## src/hdl/frms_pkg.sv

```systemverilog
`timescale 1ns / 1ps
// shared types, register indexes and datapath op codes for the frame rms attention score block
// no dependencies

package frms_pkg;

  localparam int unsigned FRAME_SAMPLES_DEF = 256;
  localparam int unsigned WINDOW_FRAMES_DEF = 7;

  localparam int unsigned ROOT_BITS = 20;
  localparam int unsigned DIV_BITS  = 44;

  localparam logic [2:0] CFG_FOCUS  = 3'd0;
  localparam logic [2:0] CFG_RELAX  = 3'd1;
  localparam logic [2:0] CFG_DFULL  = 3'd2;
  localparam logic [2:0] CFG_SPIKE  = 3'd3;
  localparam logic [2:0] CFG_ALPHA  = 3'd4;
  localparam logic [2:0] CFG_SPARE  = 3'd7;

  typedef struct packed {
    logic [15:0] sample;
    logic        frame_end;
  } in_t;

  typedef struct packed {
    logic [6:0] attention;
    logic       rejected;
  } out_t;

  typedef enum logic [4:0] {
    OP_NONE,
    OP_ROOT_LD,
    OP_ROOT_STEP,
    OP_DELTA,
    OP_PUSH,
    OP_DIVD_LD,
    OP_DIV_STEP,
    OP_DIVR_LD,
    OP_AVR_SAVE,
    OP_W_LD,
    OP_W_SAVE,
    OP_P_LD,
    OP_P_SAVE,
    OP_MUL1,
    OP_MUL2,
    OP_RAW,
    OP_MUL3,
    OP_MUL4,
    OP_FINISH
  } dp_op_e;

  typedef struct packed {
    dp_op_e op;
    logic   in_fire;
  } dp_cmd_t;

  typedef struct packed {
    logic spike;
    logic w_div;
    logic p_div;
  } dp_stat_t;

endpackage

```

## src/hdl/frms_dp.sv

```systemverilog
`timescale 1ns / 1ps
// datapath: square accumulator, bit-serial square root, ring sums, serial divider, multiplier
// depends on frms_pkg; driven by frms_ctrl

module frms_dp import frms_pkg::*; #(
  parameter int unsigned FRAME_SAMPLES = FRAME_SAMPLES_DEF,
  parameter int unsigned WINDOW_FRAMES = WINDOW_FRAMES_DEF
) (
  input  logic        clk_i,
  input  logic        rst_ni,
  input  dp_cmd_t     cmd_i,
  output dp_stat_t    stat_o,
  input  in_t         in_data_i,
  input  logic        cfg_we_i,
  input  logic [2:0]  cfg_index_i,
  input  logic [15:0] cfg_data_i,
  output out_t        out_data_o
);

  localparam int unsigned LOG2 = $clog2(FRAME_SAMPLES);
  localparam int unsigned SUMW = 32 + LOG2;
  localparam logic [SUMW-1:0] CAP = SUMW'(64'hFFFE0001) << LOG2;
  localparam int unsigned PW  = (WINDOW_FRAMES > 1) ? $clog2(WINDOW_FRAMES) : 1;
  localparam int unsigned FW  = $clog2(WINDOW_FRAMES + 1);
  localparam int unsigned SSW = 20 + FW;
  localparam int unsigned SSX = SSW + 1;

  logic [15:0] focus_q, relax_q, dfull_q, spike_lim_q, alpha_q;

  logic [31:0]     sq_q;
  logic            sq_vld_q;
  logic [SUMW-1:0] sum_q;

  logic [39:0] rad_q;
  logic [20:0] srem_q;
  logic [19:0] root_q;
  logic [22:0] srem_sh, strial, sdiff;
  logic        sge;

  logic [19:0] prev_q, delta_q, delta_c, adiff;
  logic        spike_q;

  logic [19:0]    rms_ring_q [WINDOW_FRAMES];
  logic [19:0]    dlt_ring_q [WINDOW_FRAMES];
  logic [PW-1:0]  ptr_q;
  logic [FW-1:0]  fill_q;
  logic [SSW-1:0] sum_r_q, sum_d_q;
  logic           full;
  logic [19:0]    old_r, old_d;

  logic [DIV_BITS-1:0] dvd_q;
  logic [19:0]         drem_q, dvs_q;
  logic [20:0]         dsh;
  logic                dge;

  logic [19:0] avg_d_q, avg_r_q, f_thr, r_thr, d_thr;
  logic [16:0] w_q, wd;
  logic [22:0] dp_q, raw_q, sm_q, sm_new;
  logic [6:0]  held_q;
  logic [23:0] rp;
  logic [26:0] ad, ad100;
  logic [23:0] ma;
  logic [16:0] mb;
  logic [40:0] prod;
  logic [41:0] acc_q;
  logic        w_lo, w_hi, p_full;
  out_t        out_q;

  assign f_thr = {focus_q, 4'd0};
  assign r_thr = {relax_q, 4'd0};
  assign d_thr = {dfull_q, 4'd0};

  assign srem_sh = {srem_q, rad_q[39:38]};
  assign strial  = {1'b0, root_q, 2'b01};
  assign sge     = srem_sh >= strial;
  assign sdiff   = srem_sh - strial;

  assign adiff   = (root_q > prev_q) ? root_q - prev_q : prev_q - root_q;
  assign delta_c = (prev_q == 20'd0) ? 20'd0 : adiff;

  assign full  = fill_q == FW'(WINDOW_FRAMES);
  assign old_r = full ? rms_ring_q[ptr_q] : 20'd0;
  assign old_d = full ? dlt_ring_q[ptr_q] : 20'd0;

  assign dsh = {drem_q, dvd_q[DIV_BITS-1]};
  assign dge = dsh >= {1'b0, dvs_q};

  assign w_lo   = avg_r_q <= f_thr;
  assign w_hi   = avg_r_q >= r_thr;
  assign p_full = avg_d_q >= d_thr;

  assign rp    = ({7'd0, w_q} << 6) + ({7'd0, w_q} << 5) + ({7'd0, w_q} << 2);
  assign wd    = 17'h10000 - {1'b0, w_q[16:1]};
  assign ad    = {7'd0, avg_d_q};
  assign ad100 = (ad << 6) + (ad << 5) + (ad << 2);

  always_comb begin
    ma = '0;
    mb = '0;
    case (cmd_i.op)
      OP_MUL1: begin
        ma = rp;
        mb = w_q;
      end
      OP_MUL2: begin
        ma = {1'b0, dp_q};
        mb = wd;
      end
      OP_MUL3: begin
        ma = {1'b0, sm_q};
        mb = 17'h10000 - {1'b0, alpha_q};
      end
      OP_MUL4: begin
        ma = {1'b0, raw_q};
        mb = {1'b0, alpha_q};
      end
      default: ;
    endcase
  end

  assign prod   = {17'd0, ma} * {24'd0, mb};
  assign sm_new = acc_q[38:16];

  assign stat_o = '{spike: spike_q, w_div: !w_lo && !w_hi, p_div: !p_full};
  assign out_data_o = out_q;

  always_ff @(posedge clk_i or negedge rst_ni) begin
    if (!rst_ni) begin
      focus_q     <= 16'd800;
      relax_q     <= 16'd1100;
      dfull_q     <= 16'd80;
      spike_lim_q <= 16'd500;
      alpha_q     <= 16'd19661;
    end else if (cfg_we_i) begin
      unique case (cfg_index_i)
        CFG_FOCUS: focus_q     <= cfg_data_i;
        CFG_RELAX: relax_q     <= cfg_data_i;
        CFG_DFULL: dfull_q     <= cfg_data_i;
        CFG_SPIKE: spike_lim_q <= cfg_data_i;
        CFG_ALPHA: alpha_q     <= cfg_data_i;
        default: ;
      endcase
    end
  end

  always_ff @(posedge clk_i or negedge rst_ni) begin
    if (!rst_ni) begin
      sq_vld_q <= 1'b0;
      sum_q    <= '0;
      prev_q   <= '0;
      spike_q  <= 1'b0;
      ptr_q    <= '0;
      fill_q   <= '0;
      sum_r_q  <= '0;
      sum_d_q  <= '0;
      sm_q     <= 23'(50) << 16;
      held_q   <= 7'd50;
    end else begin
      sq_vld_q <= cmd_i.in_fire;
      if (cmd_i.op == OP_ROOT_LD) begin
        sum_q <= '0;
      end else if (sq_vld_q) begin
        sum_q <= (sum_q > CAP - SUMW'(sq_q)) ? CAP : sum_q + SUMW'(sq_q);
      end
      if (cmd_i.op == OP_DELTA) begin
        prev_q  <= root_q;
        spike_q <= delta_c > {spike_lim_q, 4'd0};
      end
      if (cmd_i.op == OP_PUSH) begin
        sum_r_q <= SSW'(SSX'(sum_r_q) + SSX'(root_q) - SSX'(old_r));
        sum_d_q <= SSW'(SSX'(sum_d_q) + SSX'(delta_q) - SSX'(old_d));
        ptr_q   <= (ptr_q == PW'(WINDOW_FRAMES - 1)) ? '0 : ptr_q + 1'b1;
        if (!full) begin
          fill_q <= fill_q + 1'b1;
        end
      end
      if (cmd_i.op == OP_FINISH && !spike_q) begin
        sm_q   <= sm_new;
        held_q <= sm_new[22:16];
      end
    end
  end

  always_ff @(posedge clk_i) begin
    if (cmd_i.in_fire) begin
      sq_q <= {16'd0, in_data_i.sample} * {16'd0, in_data_i.sample};
    end
    if (cmd_i.op == OP_PUSH) begin
      rms_ring_q[ptr_q] <= root_q;
      dlt_ring_q[ptr_q] <= delta_q;
    end
    case (cmd_i.op)
      OP_ROOT_LD: begin
        rad_q  <= {sum_q[SUMW-1:LOG2], 8'd0};
        srem_q <= '0;
        root_q <= '0;
      end
      OP_ROOT_STEP: begin
        rad_q  <= {rad_q[37:0], 2'b00};
        srem_q <= sge ? sdiff[20:0] : srem_sh[20:0];
        root_q <= {root_q[18:0], sge};
      end
      OP_DELTA: delta_q <= delta_c;
      OP_DIVD_LD: begin
        dvd_q  <= DIV_BITS'(sum_d_q);
        drem_q <= '0;
        dvs_q  <= 20'(fill_q);
      end
      OP_DIV_STEP: begin
        drem_q <= dge ? 20'(dsh - {1'b0, dvs_q}) : dsh[19:0];
        dvd_q  <= {dvd_q[DIV_BITS-2:0], dge};
      end
      OP_DIVR_LD: begin
        avg_d_q <= dvd_q[19:0];
        dvd_q   <= DIV_BITS'(sum_r_q);
        drem_q  <= '0;
        dvs_q   <= 20'(fill_q);
      end
      OP_AVR_SAVE: avg_r_q <= dvd_q[19:0];
      OP_W_LD: begin
        w_q    <= w_lo ? 17'h10000 : 17'd0;
        dvd_q  <= {8'd0, avg_r_q - f_thr, 16'd0};
        drem_q <= '0;
        dvs_q  <= r_thr - f_thr;
      end
      OP_W_SAVE: w_q <= 17'h10000 - dvd_q[16:0];
      OP_P_LD: begin
        dp_q   <= 23'(100) << 16;
        dvd_q  <= {1'b0, ad100, 16'd0};
        drem_q <= '0;
        dvs_q  <= d_thr;
      end
      OP_P_SAVE: dp_q <= dvd_q[22:0];
      OP_MUL1: acc_q <= {1'b0, prod};
      OP_MUL2: acc_q <= acc_q + {1'b0, prod};
      OP_RAW: raw_q <= (acc_q[41:16] > (26'(100) << 16)) ? 23'(100) << 16 : acc_q[38:16];
      OP_MUL3: acc_q <= {1'b0, prod};
      OP_MUL4: acc_q <= acc_q + {1'b0, prod};
      OP_FINISH: begin
        if (spike_q) begin
          out_q <= '{attention: held_q, rejected: 1'b1};
        end else begin
          out_q <= '{attention: sm_new[22:16], rejected: 1'b0};
        end
      end
      default: ;
    endcase
  end

endmodule

```

## src/hdl/frms_ctrl.sv

```systemverilog
`timescale 1ns / 1ps
// controller state machine: sample handshake, frame-end sequencing, result register valid
// depends on frms_pkg; drives frms_dp

module frms_ctrl import frms_pkg::*; (
  input  logic     clk_i,
  input  logic     rst_ni,
  input  logic     in_valid_i,
  input  logic     frame_end_i,
  output logic     in_ready_o,
  output logic     out_valid_o,
  input  logic     out_ready_i,
  output dp_cmd_t  cmd_o,
  input  dp_stat_t stat_i
);

  typedef enum logic [4:0] {
    ST_IDLE, ST_ACC, ST_RLD, ST_RSTEP, ST_DELTA, ST_CHECK, ST_PUSH,
    ST_DLD, ST_DSTEP, ST_RVLD, ST_RVSTEP, ST_AVR, ST_WLD, ST_WSTEP, ST_WSAVE,
    ST_PLD, ST_PSTEP, ST_PSAVE, ST_MUL1, ST_MUL2, ST_RAW, ST_MUL3, ST_MUL4, ST_FIN
  } state_e;

  state_e     state_q;
  logic [5:0] cnt_q;
  logic       out_valid_q;
  logic       free;

  assign in_ready_o  = state_q == ST_IDLE;
  assign out_valid_o = out_valid_q;
  assign free        = !out_valid_q || out_ready_i;

  always_comb begin
    cmd_o.in_fire = in_valid_i && in_ready_o;
    unique case (state_q)
      ST_RLD:                        cmd_o.op = OP_ROOT_LD;
      ST_RSTEP:                      cmd_o.op = OP_ROOT_STEP;
      ST_DELTA:                      cmd_o.op = OP_DELTA;
      ST_PUSH:                       cmd_o.op = OP_PUSH;
      ST_DLD:                        cmd_o.op = OP_DIVD_LD;
      ST_DSTEP, ST_RVSTEP, ST_WSTEP,
      ST_PSTEP:                      cmd_o.op = OP_DIV_STEP;
      ST_RVLD:                       cmd_o.op = OP_DIVR_LD;
      ST_AVR:                        cmd_o.op = OP_AVR_SAVE;
      ST_WLD:                        cmd_o.op = OP_W_LD;
      ST_WSAVE:                      cmd_o.op = OP_W_SAVE;
      ST_PLD:                        cmd_o.op = OP_P_LD;
      ST_PSAVE:                      cmd_o.op = OP_P_SAVE;
      ST_MUL1:                       cmd_o.op = OP_MUL1;
      ST_MUL2:                       cmd_o.op = OP_MUL2;
      ST_RAW:                        cmd_o.op = OP_RAW;
      ST_MUL3:                       cmd_o.op = OP_MUL3;
      ST_MUL4:                       cmd_o.op = OP_MUL4;
      ST_FIN:                        cmd_o.op = free ? OP_FINISH : OP_NONE;
      default:                       cmd_o.op = OP_NONE;
    endcase
  end

  always_ff @(posedge clk_i or negedge rst_ni) begin
    if (!rst_ni) begin
      state_q     <= ST_IDLE;
      cnt_q       <= '0;
      out_valid_q <= 1'b0;
    end else begin
      if (out_ready_i) begin
        out_valid_q <= 1'b0;
      end
      unique case (state_q)
        ST_IDLE: begin
          if (in_valid_i && frame_end_i) begin
            state_q <= ST_ACC;
          end
        end
        ST_ACC: state_q <= ST_RLD;
        ST_RLD: begin
          cnt_q   <= 6'(ROOT_BITS - 1);
          state_q <= ST_RSTEP;
        end
        ST_RSTEP: begin
          cnt_q <= cnt_q - 1'b1;
          if (cnt_q == 6'd0) begin
            state_q <= ST_DELTA;
          end
        end
        ST_DELTA: state_q <= ST_CHECK;
        ST_CHECK: state_q <= stat_i.spike ? ST_FIN : ST_PUSH;
        ST_PUSH:  state_q <= ST_DLD;
        ST_DLD: begin
          cnt_q   <= 6'(DIV_BITS - 1);
          state_q <= ST_DSTEP;
        end
        ST_DSTEP: begin
          cnt_q <= cnt_q - 1'b1;
          if (cnt_q == 6'd0) begin
            state_q <= ST_RVLD;
          end
        end
        ST_RVLD: begin
          cnt_q   <= 6'(DIV_BITS - 1);
          state_q <= ST_RVSTEP;
        end
        ST_RVSTEP: begin
          cnt_q <= cnt_q - 1'b1;
          if (cnt_q == 6'd0) begin
            state_q <= ST_AVR;
          end
        end
        ST_AVR: state_q <= ST_WLD;
        ST_WLD: begin
          cnt_q   <= 6'(DIV_BITS - 1);
          state_q <= stat_i.w_div ? ST_WSTEP : ST_PLD;
        end
        ST_WSTEP: begin
          cnt_q <= cnt_q - 1'b1;
          if (cnt_q == 6'd0) begin
            state_q <= ST_WSAVE;
          end
        end
        ST_WSAVE: state_q <= ST_PLD;
        ST_PLD: begin
          cnt_q   <= 6'(DIV_BITS - 1);
          state_q <= stat_i.p_div ? ST_PSTEP : ST_MUL1;
        end
        ST_PSTEP: begin
          cnt_q <= cnt_q - 1'b1;
          if (cnt_q == 6'd0) begin
            state_q <= ST_PSAVE;
          end
        end
        ST_PSAVE: state_q <= ST_MUL1;
        ST_MUL1:  state_q <= ST_MUL2;
        ST_MUL2:  state_q <= ST_RAW;
        ST_RAW:   state_q <= ST_MUL3;
        ST_MUL3:  state_q <= ST_MUL4;
        ST_MUL4:  state_q <= ST_FIN;
        ST_FIN: begin
          if (free) begin
            out_valid_q <= 1'b1;
            state_q     <= ST_IDLE;
          end
        end
        default: state_q <= ST_IDLE;
      endcase
    end
  end

`ifndef SYNTH
  a_fe_stalls: assert property (@(posedge clk_i) disable iff (!rst_ni)
    in_valid_i && in_ready_o && frame_end_i |=> !in_ready_o)
    else $error("input still ready after frame end");
  a_out_from_fin: assert property (@(posedge clk_i) disable iff (!rst_ni)
    $rose(out_valid_o) |-> $past(state_q == ST_FIN))
    else $error("result without finish");
  a_spike_skips: assert property (@(posedge clk_i) disable iff (!rst_ni)
    state_q == ST_CHECK && stat_i.spike |=> state_q == ST_FIN)
    else $error("rejected frame entered ring update");
`endif

endmodule

```

## src/hdl/frame_rms_attention_score_top.sv

```systemverilog
`timescale 1ns / 1ps
// Frame RMS attention score. Samples are taken one per cycle while a frame accumulates. The
// sample marked frame_end starts the frame-end sequence and holds in_ready_o low until the
// result is written to the output register. The weight and delta divisions run only when the
// averages fall inside their ranges, and a frame rejected as a spike skips the ring update and
// every division. The 20-step square root and the 44-step serial divider, used for both ring
// averages and both score ratios, are the longest steps of that sequence. Config writes are
// always accepted and must happen only while the block is idle.
// depends on frms_pkg, frms_ctrl, frms_dp

module frame_rms_attention_score_top import frms_pkg::*; #(
  parameter int unsigned FRAME_SAMPLES = FRAME_SAMPLES_DEF,
  parameter int unsigned WINDOW_FRAMES = WINDOW_FRAMES_DEF
) (
  input  logic        clk_i,
  input  logic        rst_ni,
  input  logic        in_valid_i,
  output logic        in_ready_o,
  input  in_t         in_data_i,
  output logic        out_valid_o,
  input  logic        out_ready_i,
  output out_t        out_data_o,
  input  logic        cfg_valid_i,
  output logic        cfg_ready_o,
  input  logic [2:0]  cfg_index_i,
  input  logic [15:0] cfg_data_i
);

  dp_cmd_t  cmd;
  dp_stat_t stat;

  assign cfg_ready_o = 1'b1;

  frms_ctrl u_ctrl (
    .clk_i       (clk_i),
    .rst_ni      (rst_ni),
    .in_valid_i  (in_valid_i),
    .frame_end_i (in_data_i.frame_end),
    .in_ready_o  (in_ready_o),
    .out_valid_o (out_valid_o),
    .out_ready_i (out_ready_i),
    .cmd_o       (cmd),
    .stat_i      (stat)
  );

  frms_dp #(
    .FRAME_SAMPLES (FRAME_SAMPLES),
    .WINDOW_FRAMES (WINDOW_FRAMES)
  ) u_dp (
    .clk_i       (clk_i),
    .rst_ni      (rst_ni),
    .cmd_i       (cmd),
    .stat_o      (stat),
    .in_data_i   (in_data_i),
    .cfg_we_i    (cfg_valid_i),
    .cfg_index_i (cfg_index_i),
    .cfg_data_i  (cfg_data_i),
    .out_data_o  (out_data_o)
  );

endmodule
```

## config.mk

```make
export PLATFORM = sky130hd
export DESIGN_NAME = frame_rms_attention_score_top
export DESIGN_NICKNAME = d
export VERILOG_FILES = /design/src/hdl/frms_pkg.sv /design/src/hdl/frms_dp.sv /design/src/hdl/frms_ctrl.sv /design/src/hdl/frame_rms_attention_score_top.sv
export SDC_FILE = /design/constraint.sdc
export NUM_CORES = 2
export LEC_CHECK = 0
export BUFFER_PORTS_ARGS = -buffer_cell sky130_fd_sc_hd__buf_2
export CAP_MARGIN = 40
export CORE_ASPECT_RATIO = 1.1
export CORE_MARGIN = 10
export CORE_UTILIZATION = 32
export DETAILED_ROUTE_END_ITERATION = 12
export PLACE_DENSITY = 0.51
export SLEW_MARGIN = 10
export SYNTH_ARGS = -nofsm -noshare
export SYNTH_HDL_FRONTEND = slang
export SYNTH_HIERARCHICAL = 1
export SYNTH_SLANG_ARGS = --single-unit
export TNS_END_PERCENT = 50
```

## constraint.sdc

```tcl
create_clock -name clk_i -period 13.6 [get_ports clk_i]
set_input_delay 1.36 -clock clk_i [delete_from_list [all_inputs] [get_ports clk_i]]
set_output_delay 1.36 -clock clk_i [all_outputs]
set_load 0.02 [all_outputs]
```

; Word-level counts from Yosys, hierarchy flattened
; Memory sizes are Yosys's and may differ from the RTL's.
; Index checks and enable logic that the tools add are counted.
[word_totals]
ff_bits = 606
latch_bits = 0
ramBits = 280
rom_bits = 0
inputBits = 41
output_inout_bits = 11
elab_cells = 203
n_memories = 2
[op_classes]
add_sub_neg = 23
multipliers = 2
div_mod_pow = 0
order_cmp = 9
n_eq_ne = 54
shifts = 0
n_mux = 42
n_bitwise = 1
n_reduce_logical = 36
[mem_list]
columns = name, depth, word_bits, rd, rd_clocked_by_memory_dff, write_ports, line
row1 = u_dp.dlt_ring_q, 7, 20, 1, 0, 1, frms_dp.sv:44  ; logic [19:0] dlt_ring_q [WINDOW_FRAMES];
row2 = u_dp.rms_ring_q, 7, 20, 1, 0, 1, frms_dp.sv:43  ; logic [19:0] rms_ring_q [WINDOW_FRAMES];
[ops]
columns = cell, count
row1 = one-hot mux 44 bit (5 select lines), 1
row2 = two-way mux 40 bit, 3
row3 = one-hot mux 5 bit (24 select lines), 1
row4 = two-way mux 20 bit, 5
row5 = subtractor 20 bit, 5
row6 = one-hot mux 24 bit (4 select lines), 1
row7 = one-hot mux 5 bit (18 select lines), 1
row8 = one-hot mux 42 bit (2 select lines), 1
row9 = == test 5 x 4 -> 1 bit (second input constant), 16
row10 = one-hot mux 20 bit (2 select lines), 2
row11 = one-hot mux 40 bit (2 select lines), 1
row12 = one-hot mux 17 bit (4 select lines), 1
row13 = one-hot mux 20 bit (3 select lines), 1
row14 = == test 5 bit (second input constant), 11
row15 = adder 23 x 20 -> 23 bit, 2
row16 = one-hot mux 23 bit (2 select lines), 1
row17 = subtractor 23 x 20 -> 23 bit, 2
row18 = two-way mux 5 bit, 9
row19 = adder 42 x 41 -> 42 bit, 1
row20 = one-hot mux 21 bit (2 select lines), 1
row21 = multiplier 24 x 17 -> 41 bit, 1
row22 = adder 40 x 32 -> 40 bit, 1
row23 = == test 5 x 3 -> 1 bit (second input constant), 8
row24 = greater-or-equal comparator 20 bit, 2
row25 = other kinds (48), 89

; Logic depth before layout (Yosys ltp)
[depth]
ltp_word = 9
mapped_depth = 51
ltp_nobuf = 46

; Hierarchy
; Netlist, hierarchy kept.
[by_module_without_submodules]
columns = module, instances, cells_per_inst, area_per_inst_um2, seq_area_each_um2
row1 = frms_dp, 1, 7125, 70959.3, 24681.2
row2 = frms_ctrl, 1, 137, 1051.0, 300.3
row3 = frame_rms_attention_score_top, 1, 2, 11.3, 0.0

; Worst setup path before layout
; OpenSTA, ideal clock, no wires.
[synth_timing]
kind = input -> register
startpoint = in out_ready_i
endpoint = reg u_dp.acc_q[41] (data pin)
setup_time_ns = 0.266
arrival_time_ns = 11.844
required_ns = 13.334
path_slack_ns = 1.490
cell_stages = 45
n_path_buf = 5
cell_sequence = nand2b_1 > o211a_1 > or3b_1 > buf_2 > or3_1 > buf_6 > clkbuf_1 > mux2i_1 > ha_1 > o211ai_1 > nand2b_1 > o21bai_1 > xor2_1 > nor2_1 > a221o_1 > clkbuf_1 > and2_1 > fa_1 > [9 not listed] > a2111o_1 > nor2_1 > o211ai_1 > nand3_1 > o21a_1 > nor2_1 > xnor2_1 > ha_1 > clkbuf_1 > nand3_1 > or3_1 > a211oi_1 > o21bai_1 > or4_1 > a311o_1 > o21ai_0 > xnor2_1 > nor2_1
[synth_lines]
columns = item, line
row1 = from (decl), frame_rms_attention_score_top.sv:21  ; input logic out_ready_i,
row2 = to (signal assigned), frms_dp.sv:234  ; OP_MUL1: acc_q <= {1'b0, prod};
row3 = to (signal assigned), frms_dp.sv:235  ; OP_MUL2: acc_q <= acc_q + {1'b0, prod};
row4 = to (signal assigned), frms_dp.sv:237  ; OP_MUL3: acc_q <= {1'b0, prod};
row5 = to (decl), frms_dp.sv:65  ; logic [41:0] acc_q;

==> out/results.ini <==
[setup_path]
start_kind=flop
r2r_slack_ps=750
slowest_delay_ps=580
crit_path_max_fanout=25
r2r.worst_path.cells=44
timing.rr.end=u_dp/acc_q[41]
cpLargestDelayFamily=adder cells
rr_startpoint=u_ctrl/state_q[1]
crit_type=reg2reg
end_kind=flop
critical_path_arrival_ps=13260
cp_data_required_time_ps=14010
crit_buf_inv=5
cpMaxStageDelayCell=fa_1

[drt]
ant_nets=0
drt_iter0_markers=3835
vias_per_cell=5.12
drc=0
drt-pass1-iter-count=8
wl_per_cell_um=20.9
vias=52896
wl_mm=216

[timing]
hold_violations=0
clock-skew-final_ps=84.2
maxSlewHeadroom=0.316
rsz0062_at_grt=false
fin_setup_tns_ps=0
setup_violations=0
timing.final.crit_share=0.945
whs_ps=494
fmax_mhz=77.8
worstMarginPinSlew_ps=1030
period_needed_ps=12850
finalMaxSlewViolations=0

[place]
place_inst=10132
io_buffers=50
place_area_sq_um=76300
dp_hpwl_mm=163
gp_congestion=0.899

[power_and_ir_drop]
power_mw=20.3
combinationalPowerShare=0.609
swShare=0.481
internal_power_mw=10.5
p_per_area_nw_per_um2=255
p_seq_frac=0.254
p_sw_mw=9.76
power_frac_clock=0.137
p_leak_nw=35.2
ir_drop_v=0.000278

[cts]
clk_latency_ps=750
path_clk_slew_ps=60
cts_tree=done
post_cts_buffers=0
cts_root_buf=clkbuf_16
h-tree-depth=3
ctsHoldBuffers=0
cts_num_sinks=869
clk_path_buf_depth=3
numCtsBuffers=99

[status]
status=finished clean

[synthesis]
syn_avg_cell_area_sq_um=9.91
synth-adder-area-share=0.259
synth-main-ff-cell=edfxtp_1
synthMuxAreaShare=0.0253
synth-simple-area-share=0.127
ys_seq_elements=869
async_flop_share=0.264
synth_xor_area_frac=0.0396
yosysSeqAreaShare=0.347
synth_nets=8455
syn_area_sq_um=72000
synthDistinctLibCells=93
synth_top_family_by_area=adder cells
synth_compound_area_frac=0.135
syn_inst=7264
synth_edf_count=640
yosys_warnings=6

[floorplan]
die_w_um=472
ioPinCount=52
core_sq_um=224000
die_h_um=518
rows=182
die_area_sq_um=244000
start_util=0.322

[layout]
fin_area_sq_um=79700
layoutNonFillerInstCount=10322
final_cell_mix=1020 x inv_1, 807 x nand2_1, 640 x edfxtp_1
area_growth_pct=10.7
nNetsFinal=8481
drive_gt1_frac=0.0751
layout_commonest_cell=inv_1

[worst_hold_path]
hold_end=u_dp/fill_q[0]
holdPathStages=1
worstHoldStart=u_dp/fill_q[0]
hp-class=reg2reg

[global_route]
grt_max_degree=89
grt_pass1_wl_mm=334
antenna_found_initial=11
grt-ovfl-total=0
track_usage=0.174
grt_pass1_vias=55480

[job]
maxCapViolations=0

synth_stat cells (37+ instances only):
| cell type | count | area [sq um] |
|---|---|---|
| and3_1 | 38 | 238 |
| a211oi_1 | 38 | 285 |
| nand3_1 | 69 | 345 |
| inv_1 | 1020 | 3830 |
| nor2_1 | 492 | 1850 |
| nor2b_1 | 70 | 438 |
| edfxtp_1 | 640 | 19200 |
| clkbuf_1 | 223 | 837 |
| a22oi_1 | 108 | 811 |
| o21a_1 | 75 | 563 |
| xnor2_1 | 198 | 1730 |
| a31oi_1 | 37 | 231 |
| o21bai_1 | 38 | 285 |
| nor3_1 | 87 | 435 |
| fa_1 | 570 | 11400 |
| nand4_1 | 47 | 294 |
| mux2i_1 | 74 | 741 |
| a21o_1 | 143 | 1070 |
| o21ai_0 | 339 | 1700 |
| dfrtp_1 | 203 | 5080 |
| a21oi_1 | 333 | 1670 |
| nand2b_1 | 76 | 475 |
| xor2_1 | 128 | 1120 |
| a22o_1 | 50 | 438 |
| and2_1 | 181 | 1130 |
| ha_1 | 580 | 7260 |
| mux2_2 | 92 | 1040 |
| nand2_1 | 809 | 3040 |
metal layers:
layer	GRT usage	share of wire
met5	0	0.000093
met1	0.212	0.41
met4	0.0615	0.037
met3	0.0202	0.042
met2	0.313	0.51
worst reg2reg max path, delay by kind of cell (launching register included):
kind            cells  cell delay [ps]
compound gates     12             2980
xor+xnor            3              480
fa+ha+maj           8             4010
buf+inv             5              850
flops               1              360
mux                 1              260
simple gates       15             3570
cells by family (layout without fill, tap and decap cells):
| group | Yosys count | count (layout) |
|---|---|---|
| other cells | 1 | 3 |
| flops | 869 | 869 |
| mux | 169 | 169 |
| compound gates | 1472 | 1472 |
| fa+ha+maj | 1150 | 1150 |
| buf+inv | 1282 | 1394 |
| simple gates | 1995 | 1995 |
| xor+xnor | 326 | 326 |
power groups by stage:
| stage | Sequential [mW] | Combinational, mW | Clock, mW |
|---|---|---|---|
| 2_1_floorplan | 4.74 | 8.73 | 0 |
| 3_3_place_gp | 5.20 | 12.1 | 0 |
| 3_5_place_dp | 5.21 | 12.3 | 0 |
| 4_1_cts | 5.16 | 12.4 | 2.86 |
| 5_1_grt | 5.24 | 13.8 | 2.96 |
| 6_report | 5.15 | 12.4 | 2.77 |
final cells by class:
type / count / area (sq um)
Fill cell: 22543 / 144000
Multi-Input combinational cell: 5113 / 42400
Sequential cell: 869 / 25000
Inverter: 1021 / 3830
Tap cell: 2944 / 3680
Clock buffer: 121 / 2590
Timing Repair Buffer: 186 / 1420
Clock inverter: 66 / 767
Antenna cell: 2 / 5.00
worst max-delay path by stage:
stage	from	to	depth (start not counted)
final	u_ctrl/state_q[1]	u_dp/acc_q[41]	44
after global routing	u_ctrl/state_q[1]	u_dp/acc_q[41]	45
after CTS	u_ctrl/state_q[0]	u_dp/acc_q[41]	43
after detailed placement	out_ready_i	u_dp/acc_q[41]	42
after global placement	out_ready_i	u_dp/acc_q[41]	42
after floorplan	out_ready_i	u_dp/acc_q[41]	45
registers in the layout, indices dropped and copies added (netlist names), 20 cells and up:
name / flops
u_dp/dlt_ring_q: 140
u_dp/sum_d_q: 23
u_dp/dvd_q: 44
u_dp/drem_q: 20
u_dp/srem_q: 21
u_dp/avg_d_q: 20
u_dp/prev_q: 20
u_dp/acc_q: 42
u_dp/avg_r_q: 20
u_dp/sum_q: 40
u_dp/root_q: 20
u_dp/delta_q: 20
u_dp/sum_r_q: 23
u_dp/rms_ring_q: 140
u_dp/raw_q: 23
u_dp/sm_q: 23
u_dp/rad_q: 32
u_dp/dp_q: 23
u_dp/sq_q: 31
stage by stage:
step                setup WS, ps   util
floorplan                   1490      -
global placement             507  0.340
detailed placement           415  0.341
CTS                          770  0.356
global route                22.5  0.356
finish                       751  0.356
what timing repair did:
action,in CTS,in global routing
resized for setup,0,4
setup endpoints to repair,0,1
hold endpoints to repair,0,0
(Power assumes the default switching activity.)
